<file path="src/rtl/core/pqs_pkg.sv">
package pqs_pkg;

  localparam int unsigned IDX_W      = 9;
  localparam int unsigned VAL_W      = 8;
  localparam int unsigned NIB_W      = 4;
  localparam int unsigned SUM_W      = 13;
  localparam int unsigned CFG_W      = 5;
  localparam int unsigned LEN_W      = 6;
  localparam int unsigned IN_DATA_W  = 32;
  localparam int unsigned OUT_DATA_W = 16;

  localparam logic [SUM_W-1:0] SUM_MAX   = 13'h1FFF;
  localparam logic [CFG_W-1:0] LEN_RESET = 5'd16;

  typedef enum logic [0:0] {
    CMD_WRITE = 1'b0,
    CMD_CODE  = 1'b1
  } cmd_e;

  typedef enum logic [1:0] {
    OP_CODE,
    OP_WRITE_EVEN,
    OP_WRITE_ODD
  } op_kind_e;

  // One queued operation; value is the table value for writes and the code byte otherwise.
  typedef struct packed {
    op_kind_e          kind;
    logic [IDX_W-1:0]  index;
    logic [VAL_W-1:0]  value;
  } op_t;

endpackage

</file>
<file path="src/rtl/core/pqs_front.sv">
module pqs_front #(
  parameter int unsigned MAX_CODE_BYTES = 16
) (
  input  logic                               clk_i,
  input  logic                               rst_ni,
  input  logic                               s_axis_tvalid_i,
  output logic                               s_axis_tready_o,
  input  logic [pqs_pkg::IN_DATA_W-1:0]      s_axis_tdata_i,
  input  logic                               s_axis_tuser_i,
  input  logic                               pop_i,
  output logic                               head_valid_o,
  output pqs_pkg::op_t                       head_o
);

  import pqs_pkg::*;

  localparam int unsigned TABLE_DEPTH = MAX_CODE_BYTES * 32;

  cmd_e             cmd;
  logic [IDX_W-1:0] index;
  logic [VAL_W-1:0] table_value;
  logic [VAL_W-1:0] code_byte;
  logic             in_range;
  logic             push;
  op_t              op;

  op_t        entry_q [2];
  logic       wr_ptr_q, wr_ptr_d;
  logic       rd_ptr_q, rd_ptr_d;
  logic [1:0] cnt_q, cnt_d;

  assign cmd         = cmd_e'(s_axis_tuser_i);
  assign index       = s_axis_tdata_i[IDX_W-1:0];
  assign table_value = s_axis_tdata_i[IDX_W+VAL_W-1:IDX_W];
  assign code_byte   = s_axis_tdata_i[IDX_W+2*VAL_W-1:IDX_W+VAL_W];
  assign in_range    = 32'(index) < TABLE_DEPTH;

  // Codebook parity (index bit 4) picks the bank that a table write lands in.
  always_comb begin
    op.index = index;
    if (cmd == CMD_CODE) begin
      op.kind  = OP_CODE;
      op.value = code_byte;
    end else begin
      op.kind  = index[NIB_W] ? OP_WRITE_ODD : OP_WRITE_EVEN;
      op.value = table_value;
    end
  end

  assign s_axis_tready_o = (cnt_q != 2'd2);
  // Writes beyond the table are accepted and dropped here.
  assign push = s_axis_tvalid_i && s_axis_tready_o && ((cmd == CMD_CODE) || in_range);

  always_comb begin
    wr_ptr_d = push  ? ~wr_ptr_q : wr_ptr_q;
    rd_ptr_d = pop_i ? ~rd_ptr_q : rd_ptr_q;
    cnt_d    = cnt_q + 2'(push) - 2'(pop_i);
  end

  always_ff @(posedge clk_i or negedge rst_ni) begin
    if (!rst_ni) begin
      wr_ptr_q <= 1'b0;
      rd_ptr_q <= 1'b0;
      cnt_q    <= 2'd0;
    end else begin
      wr_ptr_q <= wr_ptr_d;
      rd_ptr_q <= rd_ptr_d;
      cnt_q    <= cnt_d;
    end
  end

  always_ff @(posedge clk_i) begin
    if (push) begin
      entry_q[wr_ptr_q] <= op;
    end
  end

  assign head_valid_o = (cnt_q != 2'd0);
  assign head_o       = entry_q[rd_ptr_q];

endmodule

</file>
<file path="config.mk">
export PLATFORM = sky130hd
export DESIGN_NAME = pqs_front
export DESIGN_NICKNAME = d
export VERILOG_FILES = /design/src/rtl/core/pqs_pkg.sv /design/src/rtl/core/pqs_front.sv
export SDC_FILE = /design/constraint.sdc
export NUM_CORES = 1
export LEC_CHECK = 0
export BUFFER_PORTS_ARGS = -buffer_cell sky130_fd_sc_hd__buf_2
export CORE_MARGIN = 1.5
export CORE_UTILIZATION = 53
export DETAILED_ROUTE_END_ITERATION = 8
export GPL_TIMING_DRIVEN = 0
export PLACE_DENSITY_LB_ADDON = 0.1
export REMOVE_ABC_BUFFERS = 1
export SKIP_CTS_REPAIR_TIMING = 1
export SKIP_LAST_GASP = 1
export SYNTH_ARGS = -nofsm -noshare
export SYNTH_HDL_FRONTEND = slang
export SYNTH_SLANG_ARGS = --single-unit
</file>
<file path="constraint.sdc">
create_clock -name clk_i -period 2.7 [get_ports clk_i]
set_input_delay 0.27 -clock clk_i [delete_from_list [all_inputs] [get_ports clk_i]]
set_output_delay 0.27 -clock clk_i [all_outputs]
set_load 0.01 [all_outputs]
</file>
==> flow_summary.ini <==
[cells_and_area]
fin_util_pct = 67.95
fillCellCount = 247
nets = 182
drive_above_1_share_pct = 62.07
antenna-diode-count = 0
area_growth_pct = 22.18

[setup_path]
slowest_stage = dfrtp_1
crit_path_start_kind = register
cp_slowest_stage_delay_ns = 0.91
endpoint_kind = output pin
path_delay_family = flip-flops
crit_arrival_ns = 1.82
r2r_end = entry_q[1][8]
worst-path-stages = 2
path_class = register to output pin
crit_path_max_fanout = 20
crit_chain = mux2_2 > buf_2
r2r_cells = 2
cp.required_ns = 2.43
worst-r2r-setup-slack_ns = 1.01
worst-path-buf-inv = 1
r2r-start = cnt_q[1]

[power_and_ir_drop]
total_power_mw = 2.027
p_comb_share_pct = 30.5
leakagePower_nw = 0.8200
p_seq_share_pct = 49.8
vdd_drop_max_mv = 0.7874
sw_frac_of_total_pct = 30.11
intPower_mw = 1.417
power_switching_uw = 610.3
clkPwrFrac_pct = 19.6
powerDensity_nw_per_um2 = 977.1

[min_path]
hold_start = s_axis_tdata_i[8]
whs_endpoint = entry_q[1][16]
hp-class = input port to register
hold_depth = 1

[die]
start_util_pct = 55.61
die_x_um = 59.60
io_pins = 58
die_y_um = 59.60
rows = 20
core_area_sq_um = 3053
dieArea_sq_um = 3552

[route]
vias_per_cell = 4.889
drtIter0Drc = 36
final_antenna_net_count = 0
dr.pass1.iters = 4
post_drt_wl_per_cell_um = 14.51
finalWirelength_mm = 2.743
vias = 924
drc = 0

[global_route]
met3_usage_pct = 4.803
grt_pass1_wl_mm = 4.091
met1_usage_pct = 18.18
grt_antenna_before_repair = 0
grt-ovfl-total = 0
use_met2_pct = 29.36
grt_usage_pct = 17.26
grt_max_degree = 21
grt_pass1_vias = 930
grt_busiest_layer = met2

[timing]
finalHoldViolations = 0
rsz0062_at_grt = no
setup_viol = 0
tns_ns = 0
relSlewSlack_pct = 40.13
fin_skew_ns = 0.002324
tightestPinTransition_ns = 0.8980
fin_crit_ns = 2.089
max_freq_ghz = 0.4788
drv_slew = 0
period_share_pct = 77.36

[synth]
ys_async_sr_fraction_pct = 9.524
ys_types = 17
synth_top_area_share_pct = 67.21
yosysSeqAreaShare_pct = 73.10
synth_edf_count = 38
avgSynthCellArea_sq_um = 19.29
synth_area_sq_um = 1698
synth_cells = 88
synth_seq_cells = 42
synth.most_common_cell = edfxtp_1
ys_warn_count = 0
synth_common_cells = 38 x edfxtp_1, 27 x mux2_2, 4 x dfrtp_1
synth_area_leaders = edfxtp_1 67%, mux2_2 18%, dfrtp_1 5.9%
ys.flop_type = edfxtp_1
yosysTopAreaCell = edfxtp_1

[placement]
hpwlAfterDp_mm = 1.864
gp_congestion = 0.6412
io_buffers = 50

[status]
status = finished, final reports clean

[cts]
htreeDepth = 2
clock_sinks = 42
clk_pin_slew_worst_paths_ns = 0.12
cts_inserted_buffers = 5
cts-root-buf = clkbuf_4
clockBufferDepth = 2
tritoncts = done
clk_latency_ns = 0.35

[job]
drv_cap = 0
layout make-up:
| cell class | instances | area, sq um | area share (%) |
|---|---|---|---|
| clock buffers | 5 | 37.54 | 1.809 |
| flip-flops and latches | 42 | 1241 | 59.83 |
| inverters | 1 | 3.754 | 0.1809 |
| multi-input cells | 42 | 425.4 | 20.51 |
| clock inverters | 3 | 40.04 | 1.930 |
| repair buffers | 52 | 271.5 | 13.09 |
| well taps | 44 | 55.05 | 2.654 |
power groups by stage:
| stage | clock [mW] | combinational (mW) | sequential (mW) |
|---|---|---|---|
| finish | 0.398 | 0.619 | 1.01 |
| global route | 0.425 | 0.674 | 1.03 |
| CTS | 0.406 | 0.631 | 1.01 |
| detailed placement | 0 | 0.630 | 1.03 |
| global placement | 0 | 0.599 | 1.02 |
| floorplan | 0 | 0.409 | 0.990 |
cell usage in the layout (no fill, tap or decap):
cell           instances
buf_6                  1
xnor2_1                2
mux2_2                27
nor2_2                 1
edfxtp_1              38
nor2b_1                1
nand2b_4               1
dfrtp_1                4
nor2b_4                1
and3_1                 1
buf_2                 50
clkbuf_4               5
inv_1                  1
or2_2                  1
ha_1                   1
clkinv_2               2
bufinv_16              1
nand2_1                2
mux2i_1                1
nor2_1                 1
xor2_1                 2
dlygate4sd3_1          1
flip-flops by register name, summed over array words and instances (netlist names):
name,flops
cnt_q,2
entry_q,38
rd_ptr_q,1
wr_ptr_q,1
logic make-up (layout without fill, tap and decap cells):
logic type	Yosys count	after routing	share of synthesized area [%]
xor+xnor	4	4	2.064
fa+ha+maj	1	1	0.7368
buf+inv	4	61	1.990
flops	42	42	73.10
mux	28	28	18.50
simple gates	9	9	3.612
metal layers:
layer  vias to the layer above  part of all wire (%)
li1                        444                     -
met1                       439                    39
met2                        36                    54
met3                         5                   4.3
met4                         0                   1.9
met5                         -                     0
stage by stage:
step                setup WS [ns]  instance area, sq um  hold slack, ns  instances
finish                     0.6114                  2074         0.09708        189
global route               0.4922                  2074         0.07046        189
CTS                        0.5588                  2064         -0.3189        188
detailed placement         0.9661                  1987         0.08288        180
floorplan                  0.8668                  1668        -0.02559         85
global placement           0.3962                  1973         0.07604        179
worst max path at each step:
stage	endpoint	slack [ns]	from
4_1_cts	head_o[12]	0.56	rd_ptr_q
3_5_place_dp	entry_q[1][8]	0.97	cnt_q[0]
6_report	head_o[17]	0.61	rd_ptr_q
3_3_place_gp	entry_q[0][8]	0.40	cnt_q[1]
2_1_floorplan	entry_q[0][0]	0.87	cnt_q[1]
5_1_grt	head_o[9]	0.49	rd_ptr_q
Power figures use the tool's default switching activity.
