**config.mk**
```make
export PLATFORM = sky130hd
export DESIGN_NAME = pqs_back
export DESIGN_NICKNAME = d
export VERILOG_FILES = /design/src/rtl/core/pqs_pkg.sv /design/src/rtl/core/pqs_ram.sv /design/src/rtl/core/pqs_back.sv
export SDC_FILE = /design/constraint.sdc
export NUM_CORES = 2
export LEC_CHECK = 0
export ABC_AREA = 1
export BUFFER_PORTS_ARGS = -buffer_cell sky130_fd_sc_hd__buf_2
export CAP_MARGIN = 20
export CORE_ASPECT_RATIO = 0.9
export CORE_UTILIZATION = 24
export DETAILED_ROUTE_END_ITERATION = 8
export MAX_ROUTING_LAYER = met4
export PLACE_DENSITY = 0.48
export SYNTH_ARGS = -nofsm -noshare
export SYNTH_HDL_FRONTEND = slang
export SYNTH_HIERARCHICAL = 1
export SYNTH_SLANG_ARGS = --single-unit
```
**constraint.sdc**
```tcl
create_clock -name clk_i -period 2.68 [get_ports clk_i]
set_clock_uncertainty 0.05 [all_clocks]
set_input_delay 0.134 -clock clk_i [delete_from_list [all_inputs] [get_ports clk_i]]
set_output_delay 0.134 -clock clk_i [all_outputs]
set_load 0.01 [all_outputs]
```
**src/rtl/core/pqs_pkg.sv**
```systemverilog
package pqs_pkg;

  localparam int unsigned IDX_W      = 9;
  localparam int unsigned VAL_W      = 8;
  localparam int unsigned NIB_W      = 4;
  localparam int unsigned SUM_W      = 13;
  localparam int unsigned CFG_W      = 5;
  localparam int unsigned LEN_W      = 6;
  localparam int unsigned IN_DATA_W  = 32;
  localparam int unsigned OUT_DATA_W = 16;

  localparam logic [SUM_W-1:0] SUM_MAX   = 13'h1FFF;
  localparam logic [CFG_W-1:0] LEN_RESET = 5'd16;

  typedef enum logic [0:0] {
    CMD_WRITE = 1'b0,
    CMD_CODE  = 1'b1
  } cmd_e;

  typedef enum logic [1:0] {
    OP_CODE,
    OP_WRITE_EVEN,
    OP_WRITE_ODD
  } op_kind_e;

  // One queued operation; value is the table value for writes and the code byte otherwise.
  typedef struct packed {
    op_kind_e          kind;
    logic [IDX_W-1:0]  index;
    logic [VAL_W-1:0]  value;
  } op_t;

endpackage

```
**src/rtl/core/pqs_ram.sv**
```systemverilog
module pqs_ram #(
  parameter int unsigned WIDTH = 8,
  parameter int unsigned DEPTH = 256
) (
  input  logic                                 clk_i,
  input  logic                                 we_i,
  input  logic [((DEPTH > 1) ? $clog2(DEPTH) : 1)-1:0] waddr_i,
  input  logic [WIDTH-1:0]                     wdata_i,
  input  logic                                 re_i,
  input  logic [((DEPTH > 1) ? $clog2(DEPTH) : 1)-1:0] raddr_i,
  output logic [WIDTH-1:0]                     rdata_o
);

  logic [WIDTH-1:0] mem [DEPTH];
  logic [WIDTH-1:0] rdata_q;

  always_ff @(posedge clk_i) begin
    if (we_i) begin
      mem[waddr_i] <= wdata_i;
    end
    if (re_i) begin
      rdata_q <= mem[raddr_i];
    end
  end

  assign rdata_o = rdata_q;

endmodule

```
**src/rtl/core/pqs_back.sv**
```systemverilog
module pqs_back #(
  parameter int unsigned MAX_CODE_BYTES = 16
) (
  input  logic                               clk_i,
  input  logic                               rst_ni,
  input  logic [pqs_pkg::CFG_W-1:0]          len_i,
  input  logic                               head_valid_i,
  input  pqs_pkg::op_t                       head_i,
  output logic                               pop_o,
  output logic                               m_axis_tvalid_o,
  input  logic                               m_axis_tready_i,
  output logic [pqs_pkg::OUT_DATA_W-1:0]     m_axis_tdata_o
);

  import pqs_pkg::*;

  localparam int unsigned PW         = (MAX_CODE_BYTES > 1) ? $clog2(MAX_CODE_BYTES) : 1;
  localparam int unsigned BANK_DEPTH = MAX_CODE_BYTES * 16;
  localparam int unsigned BAW        = $clog2(BANK_DEPTH);

  logic [LEN_W-1:0] len_eff;
  logic [LEN_W-1:0] pos_next;
  logic             code_last;
  logic             pop_code;

  logic [PW-1:0]    pos_q, pos_d;
  logic             s1_valid_q, s1_valid_d;
  logic             s1_last_q, s1_last_d;
  logic [SUM_W-1:0] acc_q, acc_d;
  logic             out_valid_q, out_valid_d;
  logic [SUM_W-1:0] out_data_q;

  logic             out_free;
  logic             s1_adv;
  logic             emit;

  logic [BAW-1:0]   waddr;
  logic [BAW-1:0]   raddr_even, raddr_odd;
  logic [VAL_W-1:0] rdata_even, rdata_odd;
  logic [SUM_W:0]   sum_wide;
  logic [SUM_W-1:0] sum_sat;

  // A zero length counts as one byte; lengths above the table clamp to its size.
  always_comb begin
    if (len_i == '0) begin
      len_eff = LEN_W'(1);
    end else if (LEN_W'(len_i) > LEN_W'(MAX_CODE_BYTES)) begin
      len_eff = LEN_W'(MAX_CODE_BYTES);
    end else begin
      len_eff = LEN_W'(len_i);
    end
  end

  assign pos_next  = LEN_W'(pos_q) + LEN_W'(1);
  assign code_last = (pos_next >= len_eff);

  assign out_free = !out_valid_q || m_axis_tready_i;
  assign s1_adv   = s1_valid_q && (!s1_last_q || out_free);
  assign emit     = s1_adv && s1_last_q;
  assign pop_o    = head_valid_i && (!s1_valid_q || s1_adv);
  assign pop_code = pop_o && (head_i.kind == OP_CODE);

  assign waddr      = BAW'({head_i.index[IDX_W-1:NIB_W+1], head_i.index[NIB_W-1:0]});
  assign raddr_even = BAW'({pos_q, head_i.value[NIB_W-1:0]});
  assign raddr_odd  = BAW'({pos_q, head_i.value[VAL_W-1:NIB_W]});

  pqs_ram #(
    .WIDTH (VAL_W),
    .DEPTH (BANK_DEPTH)
  ) u_bank_even (
    .clk_i   (clk_i),
    .we_i    (pop_o && (head_i.kind == OP_WRITE_EVEN)),
    .waddr_i (waddr),
    .wdata_i (head_i.value),
    .re_i    (pop_code),
    .raddr_i (raddr_even),
    .rdata_o (rdata_even)
  );

  pqs_ram #(
    .WIDTH (VAL_W),
    .DEPTH (BANK_DEPTH)
  ) u_bank_odd (
    .clk_i   (clk_i),
    .we_i    (pop_o && (head_i.kind == OP_WRITE_ODD)),
    .waddr_i (waddr),
    .wdata_i (head_i.value),
    .re_i    (pop_code),
    .raddr_i (raddr_odd),
    .rdata_o (rdata_odd)
  );

  assign sum_wide = (SUM_W+1)'(acc_q) + (SUM_W+1)'(rdata_even) + (SUM_W+1)'(rdata_odd);
  assign sum_sat  = (sum_wide > (SUM_W+1)'(SUM_MAX)) ? SUM_MAX : sum_wide[SUM_W-1:0];

  always_comb begin
    pos_d       = pos_q;
    s1_valid_d  = s1_valid_q;
    s1_last_d   = s1_last_q;
    acc_d       = acc_q;
    out_valid_d = out_valid_q;

    if (pop_code) begin
      pos_d = code_last ? '0 : PW'(pos_next);
    end

    if (pop_o) begin
      s1_valid_d = pop_code;
      s1_last_d  = code_last;
    end else if (s1_adv) begin
      s1_valid_d = 1'b0;
    end

    if (s1_adv) begin
      acc_d = s1_last_q ? '0 : sum_sat;
    end

    if (emit) begin
      out_valid_d = 1'b1;
    end else if (m_axis_tready_i) begin
      out_valid_d = 1'b0;
    end
  end

  always_ff @(posedge clk_i or negedge rst_ni) begin
    if (!rst_ni) begin
      pos_q       <= '0;
      s1_valid_q  <= 1'b0;
      s1_last_q   <= 1'b0;
      acc_q       <= '0;
      out_valid_q <= 1'b0;
    end else begin
      pos_q       <= pos_d;
      s1_valid_q  <= s1_valid_d;
      s1_last_q   <= s1_last_d;
      acc_q       <= acc_d;
      out_valid_q <= out_valid_d;
    end
  end

  always_ff @(posedge clk_i) begin
    if (emit) begin
      out_data_q <= sum_sat;
    end
  end

  assign m_axis_tvalid_o = out_valid_q;
  assign m_axis_tdata_o  = OUT_DATA_W'(out_data_q);

endmodule

```
==> impl_metrics.csv <==
group,metric,value,unit
power_and_ir_drop,power_frac_clock,39.6,%
synthesis,synth_area_leaders,"edfxtp_1, nand3_1, nand2_1, buf_2, nor2_1",
cts,clock-sinks,4145,
synthesis,syn_inst,14280,
critical_path,rr_startpoint,"pos_q[0]",
placement,io_buffers,41,
timing,finalHoldViolations,0,
grt,grt_pass1_vias,105900,
timing,finalSetupViolCount,1,
finish,drive_above_1_share,13.78,%
grt,grt_usage,14.23,%
route,final_antenna_net_count,0,
critical_path,cp_max_fo,26,
route,vias,111700,
power_and_ir_drop,ir_drop,562.9,µV
power_and_ir_drop,p_leak,71.87,nW
synthesis,synth.yosys.seq_area_share,73.51,%
critical_path,critPathBufInv,3,
synthesis,synth_edf_count,4125,
die,coreArea,702600,µm²
cts,cts_inserted_buffers,421,
status,status,"complete, but fails checks",
placement,pre_cts_ws,-0.1517,ns
finish,fill_cells,71610,
timing,worst_pin_slew,0.9689,ns
synthesis,synth_top_area_share,73.22,%
die,die_h,798.5,µm
route,drtIter0Drc,10720,
critical_path,cpMaxStageDelayCell,"dfrtp_4",
die,die_area,708300,µm²
route,via_per_inst,4.463,
die,num_rows,292,
finish,final_util,29.12,%
route,dr.pass1.iters,6,
synthesis,synth_most_common_cell,"nand2_1",
synthesis,synth.area.mux_share,0,%
cts,clockRootBuffer,"clkbuf_16",
power_and_ir_drop,p_per_area,715.2,nW/µm²
critical_path,crit_required,3.40,ns
hold_path,holdCritPathClass,"in2reg",
critical_path,crit_type,"reg2reg",
critical_path,critical-path-top-delay-family,"simple AND/OR/NAND/NOR gates",
run,cap_violations,0,
critical_path,setup.worst_path.end_class,"flip-flop",
synthesis,syn_area,169200,µm²
synthesis,synth_top_family_by_area,"simple AND/OR/NAND/NOR gates",
synthesis,ys.warnings.count,6,
critical_path,crit_chain,"buf_12 -> inv_2 -> buf_12 -> nand3_1 -> nand3_1 -> nand3_1 -> nand2_1 -> nand2_1 -> nand2_1",
grt,grt_overflow,0,
route,wirelength,509700,µm
critical_path,crit_start,"pos_q[0]",
hold_path,min_from,"m_axis_tready_i",
synthesis,synth_compound_area_share,0.04068,%
synthesis,async_reset_ff_share,0.4825,%
synthesis,synth_xor_xnor_area_share,0.03624,%
route,drc,0,
synthesis,synthAdderAreaFrac,0.2100,%
cts,clock_path_buffers,4,
timing,setup_slack,-0.01189,ns
timing,min_period,2.692,ns
die,initial_core_util,24.08,%
placement,hpwl,324600,µm
power_and_ir_drop,internal_power,0.1087,W
grt,grt_pass1_wl,742600,µm
synthesis,yosys.area_share.simple,23.01,%
timing,relSlewSlack,35.41,%
power_and_ir_drop,power_frac_seq,49.1,%
die,fp.dieW,887.0,µm
timing,rsz0062_at_grt,"true",
critical_path,start_kind,"flip-flop",
synthesis,postSynthAreaPerCell,11.85,µm²
cts,clk_latency,0.99,ns
die,pin_count,46,
synthesis,synth_ff_type,"edfxtp_1",
route,routedWlPerCell,20.36,µm
finish,syn2layout_area_growth,20.91,%
timing,drv_slew,0,
timing,finalCritPeriodShare,100.4,%
critical_path,rrSetupSlack,-0.01,ns
critical_path,arrival,3.41,ns
finish,final_nets,15310,
grt,grt_max_degree,123,
grt,antenna_found_initial,32,
synthesis,synth.distinct_cells,34,
power_and_ir_drop,p_sw,0.03763,W
status,violations,"setup timing",
timing,clock.fmax,371.5,MHz
power_and_ir_drop,combPwrFrac,11.3,%
critical_path,slowest_delay,0.52,ns
synthesis,synth_common_cells,"nand2_1, edfxtp_1, nand3_1",
cts,path_clk_slew,0.06,ns
cts,cts_tree,"yes",
cts,h-tree-depth,5,
placement,globalplace.congestion,0.8527,
synthesis,yosysTopAreaCell,"edfxtp_1",
synthesis,synth-seq-cells,4145,
power_and_ir_drop,switching_share,25.72,%
==> power groups by stage <==
stage               registers (W)  logic (W)  clock network, W
floorplan                  0.0732    0.00778                 0
global placement           0.0733     0.0164                 0
detailed placement         0.0733     0.0163                 0
CTS                        0.0719     0.0164            0.0592
global route               0.0719     0.0176            0.0615
finish                     0.0719     0.0165            0.0579
==> sequential cells by signal, indices dropped and copies added, names as in the netlist <==
register             flops
u_bank_even/rdata_o      8
s1_last_q                1
acc_q                   13
u_bank_odd/rdata_o       8
u_bank_odd/mem        2048
out_data_q              13
pos_q                    4
s1_valid_q               1
u_bank_even/mem       2048
m_axis_tvalid_o          1
==> repair_timing <==
action	CTS	global route
endpoints found under the setup margin	11	11
hold buffers	21	0
setup buffers	1	1
endpoints found under the hold margin	2063	0
gates cloned	0	1
resized for setup	4	12
pin swaps	2	7
==> worst paths after layout <==
path / depth (start not counted) / to
worst max register to register: 9 / u_bank_even/rdata_o[0]
max in group asynchronous: 4 / pos_q[0]
worst min-delay path: 5 / m_axis_tvalid_o
worst max-delay path: 9 / u_bank_even/rdata_o[0]
min in group asynchronous: 4 / acc_q[12]
worst min register to register: 2 / acc_q[8]
==> stage by stage <==
stage	std cells	hold slack, ns	area [µm²]	total power, W	TNS [ns]
after floorplan	14280	-0.2116	169200	0.08094	0
after global placement	24220	0.1557	191000	0.08962	-4.585
after detailed placement	24220	0.1582	191000	0.08956	-0.7340
after CTS	25020	0.01139	204500	0.1475	0
after global routing	25020	0.09713	204500	0.1510	-0.08430
final	25030	0.1240	204600	0.1463	-0.01189
==> tightest hold or removal path, stage by stage <==
cell           delay (ns)
dlygate4sd3_1        0.53
buf_2                0.20
inv_1                0.13
nand2_1              0.06
nand2_1              0.06
==> cell type report <==
class	count	area (µm²)	area share [%]
Antenna cell	11	27.53	0.01346
Clock buffer	522	11000	5.376
Clock inverter	251	2253	1.102
Inverter	118	515.5	0.2520
Multi-Input combinational cell	9045	39560	19.34
Sequential cell	4145	124400	60.80
Tap cell	9408	11770	5.755
Timing Repair Buffer	1528	15060	7.360
==> cell families (layout without fill, tap and decap cells) <==
| group | after synthesis | after routing |
|---|---|---|
| DFF | 4145 | 4145 |
| buffers and inverters | 1091 | 2419 |
| AOI/OAI and AO/OA | 11 | 11 |
| adders and majority gates | 23 | 23 |
| other | 1 | 14 |
| and+or+nand+nor | 9000 | 9001 |
| xor gates and xnor gates | 7 | 7 |
==> cell usage in the layout (no fill, tap or decap), drive strengths merged, types with 4 or more instances in the layout <==
cell,synthesis,routed
nand2,4357,4357
edfxtp,4125,4125
nand3,4052,4053
buf,747,1508
nor2,582,582
clkbuf,226,522
clkinv,0,200
inv,118,131
bufinv,0,32
dlygate4sd3,0,20
dfrtp,20,20
ha,14,14
diode,0,11
fa,9,9
clkinvlp,0,6
nand4,5,5
xnor2,4,4
o21ai,4,4
==> routing by layer <==
metal	vias up	GRT usage, %	wire (µm)	part of all wire [%]
li1	52670	-	-	-
met1	55340	20.24	238200	47
met2	2991	21.70	231900	45
met3	705	1.573	26630	5.2
met4	0	3.613	12920	2.5
met5	-	-	0	0
Note: power is estimated with default switching activity, not from simulation.
